$ cat config.mk
export PLATFORM = sky130hd
export DESIGN_NAME = mai_arith
export DESIGN_NICKNAME = d
export VERILOG_FILES = /design/src/design/mai_pkg.sv /design/src/design/mai_arith.sv
export SDC_FILE = /design/constraint.sdc
export NUM_CORES = 2
export LEC_CHECK = 0
export BUFFER_PORTS_ARGS = -buffer_cell sky130_fd_sc_hd__buf_2
export CORE_MARGIN = 3
export CORE_UTILIZATION = 55
export CTS_BUF_LIST = sky130_fd_sc_hd__clkbuf_4
export DETAILED_ROUTE_END_ITERATION = 6
export GPL_TIMING_DRIVEN = 1
export PLACE_DENSITY = 0.85
export SKIP_LAST_GASP = 1
export SLEW_MARGIN = 20
export SYNTH_ARGS = -nofsm -noshare
export SYNTH_HDL_FRONTEND = slang
export SYNTH_SLANG_ARGS = --single-unit
$ cat constraint.sdc
create_clock -name i_clk -period 13 [get_ports i_clk]
set_clock_uncertainty 0.15 [all_clocks]
set_input_delay 0 -clock i_clk [delete_from_list [all_inputs] [get_ports i_clk]]
set_output_delay 0 -clock i_clk [all_outputs]
set_load 0.005 [all_outputs]
$ cat src/design/mai_pkg.sv
// Package for the Maxwellian average integrator: sequencer states, shared unit
// commands, register indexes and fixed-point constants.
// Depends on nothing; used by mai_arith and maxwellian_average_integrator.
package mai_pkg;

    typedef enum logic [4:0] {
        ST_IDLE, ST_DX, ST_DU, ST_PE, ST_PR, ST_SQ, ST_MB, ST_PW, ST_PD,
        ST_P1, ST_P2, ST_T1, ST_T2, ST_END, ST_FIN, ST_QD, ST_QM, ST_OUT
    } t_state;

    typedef enum logic {OP_MUL, OP_DIV} t_unit_op;

    typedef enum logic [2:0] {SH_21, SH_24, SH_30, SH_32, SH_46, SH_58, SH_62} t_shift;

    typedef struct packed {
        logic     start;
        t_unit_op op;
        t_shift   shift;
        logic     round;
    } t_unit_cmd;

    typedef enum logic [1:0] {
        STAT_OK = 2'd0, STAT_ZERO_WEIGHT = 2'd1, STAT_SATURATED = 2'd2
    } t_status;

    localparam logic REG_TEMPERATURE_KT = 1'b0;
    localparam logic REG_MASS_FACTOR    = 1'b1;

    localparam logic [39:0] KT_RESET = 40'd122880000;
    localparam logic [23:0] MF_RESET = 24'hFF_FFFF;
    localparam logic [62:0] ONE_Q62  = 63'd1 << 62;
    localparam logic [63:0] EXP_BASE =
        (64'd1 << 62) - (64'd1 << 46) + (64'd1 << 29) - 64'd2731;
    localparam logic [63:0] TWO_OVER_ROOT_PI = 64'd1211587905;
    localparam logic [63:0] SUM_MAX = '1;
    localparam logic [47:0] AVG_MAX = '1;

endpackage

$ cat src/design/mai_arith.sv
// Shared arithmetic unit: a 64 x 64 multiply built from four 32 x 32 partial
// products with rounding, shift and clamp, and a bit-serial restoring divider.
// Depends on mai_pkg.
module mai_arith (
    input  logic              i_clk,
    input  logic              i_rst_n,
    input  mai_pkg::t_unit_cmd i_cmd,
    input  logic [63:0]       i_op_a,
    input  logic [63:0]       i_op_b,
    input  logic [63:0]       i_rem_init,
    output logic              o_done,
    output logic [63:0]       o_result
);
    import mai_pkg::*;

    logic          r_busy, r_done, r_is_div;
    logic [5:0]    r_cnt;
    logic [63:0]   r_a, r_b, r_rem;
    logic [127:0]  r_prod, r_pp;
    t_shift        r_shift;

    logic [31:0]   m_x, m_y;
    logic [63:0]   m_p;
    logic [127:0]  pp_pos, rnd_const, sh;
    logic [64:0]   rem2;
    logic [65:0]   diff;
    logic          ge;
    logic [63:0]   mul_res;

    always_comb begin
        m_x = r_cnt[1] ? r_a[63:32] : r_a[31:0];
        m_y = r_cnt[0] ? r_b[63:32] : r_b[31:0];
        m_p = 64'(m_x) * 64'(m_y);
        case (r_cnt[1:0])
            2'd0:    pp_pos = {64'd0, m_p};
            2'd3:    pp_pos = {m_p, 64'd0};
            default: pp_pos = {32'd0, m_p, 32'd0};
        endcase
    end

    always_comb begin
        case (i_cmd.shift)
            SH_21:   rnd_const = 128'd1 << 20;
            SH_24:   rnd_const = 128'd1 << 23;
            SH_30:   rnd_const = 128'd1 << 29;
            SH_32:   rnd_const = 128'd1 << 31;
            SH_46:   rnd_const = 128'd1 << 45;
            SH_58:   rnd_const = 128'd1 << 57;
            default: rnd_const = 128'd1 << 61;
        endcase
        case (r_shift)
            SH_21:   sh = r_prod >> 21;
            SH_24:   sh = r_prod >> 24;
            SH_30:   sh = r_prod >> 30;
            SH_32:   sh = r_prod >> 32;
            SH_46:   sh = r_prod >> 46;
            SH_58:   sh = r_prod >> 58;
            default: sh = r_prod >> 62;
        endcase
        mul_res = (|sh[127:64]) ? SUM_MAX : sh[63:0];
    end

    always_comb begin
        rem2 = {r_rem, r_a[63]};
        diff = {1'b0, rem2} - {2'b0, r_b};
        ge   = !diff[65];
    end

    always_ff @(posedge i_clk) begin
        if (!i_rst_n) begin
            r_busy <= 1'b0;
            r_done <= 1'b0;
        end else begin
            r_done <= 1'b0;
            if (i_cmd.start && !r_busy) begin
                r_busy   <= 1'b1;
                r_is_div <= (i_cmd.op == OP_DIV);
                r_shift  <= i_cmd.shift;
                r_cnt    <= '0;
                r_a      <= i_op_a;
                r_b      <= i_op_b;
                r_rem    <= i_rem_init;
                r_prod   <= i_cmd.round ? rnd_const : '0;
            end else if (r_busy) begin
                r_cnt <= r_cnt + 6'd1;
                if (r_is_div) begin
                    r_rem <= ge ? diff[63:0] : rem2[63:0];
                    r_a   <= {r_a[62:0], ge};
                    if (r_cnt == 6'd63) begin
                        r_busy <= 1'b0;
                        r_done <= 1'b1;
                    end
                end else begin
                    if (r_cnt <= 6'd3) begin
                        r_pp <= pp_pos;
                    end
                    if (r_cnt >= 6'd1) begin
                        r_prod <= r_prod + r_pp;
                    end
                    if (r_cnt == 6'd4) begin
                        r_busy <= 1'b0;
                        r_done <= 1'b1;
                    end
                end
            end
        end
    end

    assign o_done   = r_done;
    assign o_result = r_is_div ? r_a : mul_res;

endmodule

==> impl_results.md <==
* Final #Nets at between 10,000 and 15,000
* Final Critical Period at between 10,000 and 15,000 ps
* CTS root buffer: clkbuf_4
* Synth Register Bits at between 400 and 500
* Predominant post-synthesis flop cell: edfxtp_1
* Initial Utilization at 55.6%
* DIE AREA at approximately 130,000 um^2
* Wire per inst at roughly 31 um
* Crit Path Max Fanout at 66
* Commonest non-fill, non-tap cells in the layout: nand2_1 (1,096), inv_1 (997), nor2_1 (959)
* Total negative slack at 0 ps
* Synth cell types at approximately 110
* Cell Area, Synth at roughly 68,000 um^2
* Global route hottest layer: met2
* GR Util met3 at about a fifth
* Iter 0 DRT Violations at 9,792
* Core area at between 100,000 and 150,000 um^2
* Final wirelength at 321,000 um
* Router iterations before antenna repair at 7
* Synthesized net count at between 9,000 and 10,000
* Max transition margin at under 10%
* Met2 GRT Util at 73.5%
* Post_cts resized at 0
* Clk_lat worst skew at 1170 ps
* Slew Limit Fails at 0
* CTS clk-pin slew, worst paths at about 90 ps
* Register area share after synthesis at 20.3%
* Detailed-route vias per instance at around 6.6
* Initial antenna violation count at 38
* Syn-to-layout area delta at 15.6%
* Vias in the first global route at around 69,000
* Slew @ Worst Pin at approximately 1400 ps
* Port bufs at 264
* Clock buffer depth at 3
* DP HPWL at about 230,000 um
* Status: finished with violations
* Site row count at between 100 and 150
* Failing checks: DRC
* Largest net degree at the start of global routing at roughly 140
* Io pins at between 200 and 300
* Gr ovfl total at 0
* Cell count after synthesis at between 7,000 and 8,000
* Die Wd at 357 um
* CTS tree: yes
* Number of flops mapped to enable cells by yosys at 458
* CTS HTree Levels at 4
* Met1 usage at between 50% and 60%
* WS Path Type: flop to flop
* Syn. warnings at 0
* GRT Overall Usage at between 50% and 60%
* Post-Syn Area per Cell at 8.70 um^2
* Setup violators final at 0
* TritonCTS buffer count at 140
* Hold Vio Cnt, Final at 0
* Worst endpoint required time at roughly 14,000 ps
* Most common cell after layout, fill and taps aside: nand2_1
* Async set-reset flop share out of synthesis at 0%
* Postcts setup bufs at 0
* Die Y at roughly 360 um
* Hold WC Path Type: primary input to flop
* Crit path DAT at ~11,000 ps
* Cts hold-fix bufs at between 500 and 600
* Unrepaired setup endpoints after global routing: false
* Layout cells sized above 1 at 9.38%
* CP startpoint kind: flop
* Max Freq at between 90 and 100 MHz
* First-pass GRT wire length at 460,000 um
* RePlAce Congestion at 1.09
* CTS Sinks at 460
* Max_cap viols at 0
* Via count at 67,900
* Final antenna-violating net count at 0
* DRC Markers at 29
* CP endpoint kind: flop
* Period utilization at a little under 80%
## sequential cells by signal, summed over array words and instances (netlist names)
register / cells
r_shift: 3
r_is_div: 1
o_done: 1
r_cnt: 6
r_pp: 128
r_b: 64
r_rem: 64
r_a: 64
r_prod: 128
r_busy: 1
## metal layers
metal | routed length (um) | part of all wire, %
met1 | 106000 | 33
met5 | 324 | 0.10
met2 | 135000 | 42
met3 | 45800 | 14
met4 | 33700 | 11
## logic make-up after synthesis
logic type	synth area share (%)
compound gates	15.0
xor+xnor	2.70
fa+ha+maj	34.9
buf+inv	7.91
flops	20.3
mux	2.72
simple gates	16.4
## cell usage after synthesis, drive strengths merged (85+ instances only)
cell / number / share of area [%]
nor2: 964 / 5.3
nor3: 85 / 0.64
clkbuf: 339 / 1.9
inv: 999 / 5.5
xor2: 85 / 1.1
nand4: 102 / 0.94
edfxtp: 458 / 20
fa: 898 / 27
o21ai: 406 / 3.0
a21oi: 472 / 3.5
a21o: 100 / 1.1
xnor2: 124 / 1.6
ha: 457 / 8.4
nand2: 1098 / 6.1
nand3: 87 / 0.64
## final cells by class
| type | instances | area, um^2 |
|---|---|---|
| well taps | 1625 | 2030 |
| multi-input cells | 5923 | 49000 |
| flip-flops and latches | 460 | 13800 |
| inverters | 1000 | 3750 |
| repair buffers | 949 | 7940 |
| diodes | 39 | 97.6 |
| fillers | 9689 | 43600 |
| clock buffers | 189 | 1420 |
| clock inverters | 51 | 322 |
## metrics by stage
step | setup WS, ps | utilization (%) | hold slack, ps | cell area (um^2) | std cells
floorplan | 4180 | - | -51.1 | 67800 | 7795
global placement | 3340 | 58.0 | 26.5 | 70800 | 9384
detailed placement | 3250 | 58.0 | 28.1 | 70800 | 9384
CTS | 3220 | 64.1 | 0.280 | 78200 | 10200
global route | 2680 | 64.2 | 88.2 | 78300 | 10200
finish | 2930 | 64.2 | 95.0 | 78400 | 10200
## worst paths after layout
check	start	endpoint	slack [ps]	cells after the start
hold / removal	i_op_b[35]	r_b[35]$_DFFE_PP_	90	3
setup reg to reg	r_cnt[0]$_SDFFCE_PP0P_	r_pp[95]$_DFFE_PP_	2930	25
hold reg to reg	r_pp[0]$_DFFE_PP_	r_prod[0]$_SDFFCE_PP0P_	480	2
setup / recovery	r_cnt[0]$_SDFFCE_PP0P_	r_pp[95]$_DFFE_PP_	2930	25
## worst max-delay path, cell delays in order, from the launching register on
cell and delay [ps]:
edfxtp_1 380, buf_4 680, nand2_1 380, o21ai_1 610
nand2_1 230, fa_1 710, inv_1 80, fa_1 490
inv_1 80, fa_1 520, inv_1 100, fa_1 560
fa_1 480, fa_1 530, fa_1 540, ha_1 280
ha_1 420, a21oi_1 250, o21bai_1 90, a21o_1 210
a311o_1 360, o2bb2ai_1 120, o21ai_0 410, nor2_1 80
nor4_1 830, o22ai_1 180
Power is left out: the tool's default activity adds up to more than one toggle a clock period on the data nets, which glitch-free logic cannot reach.
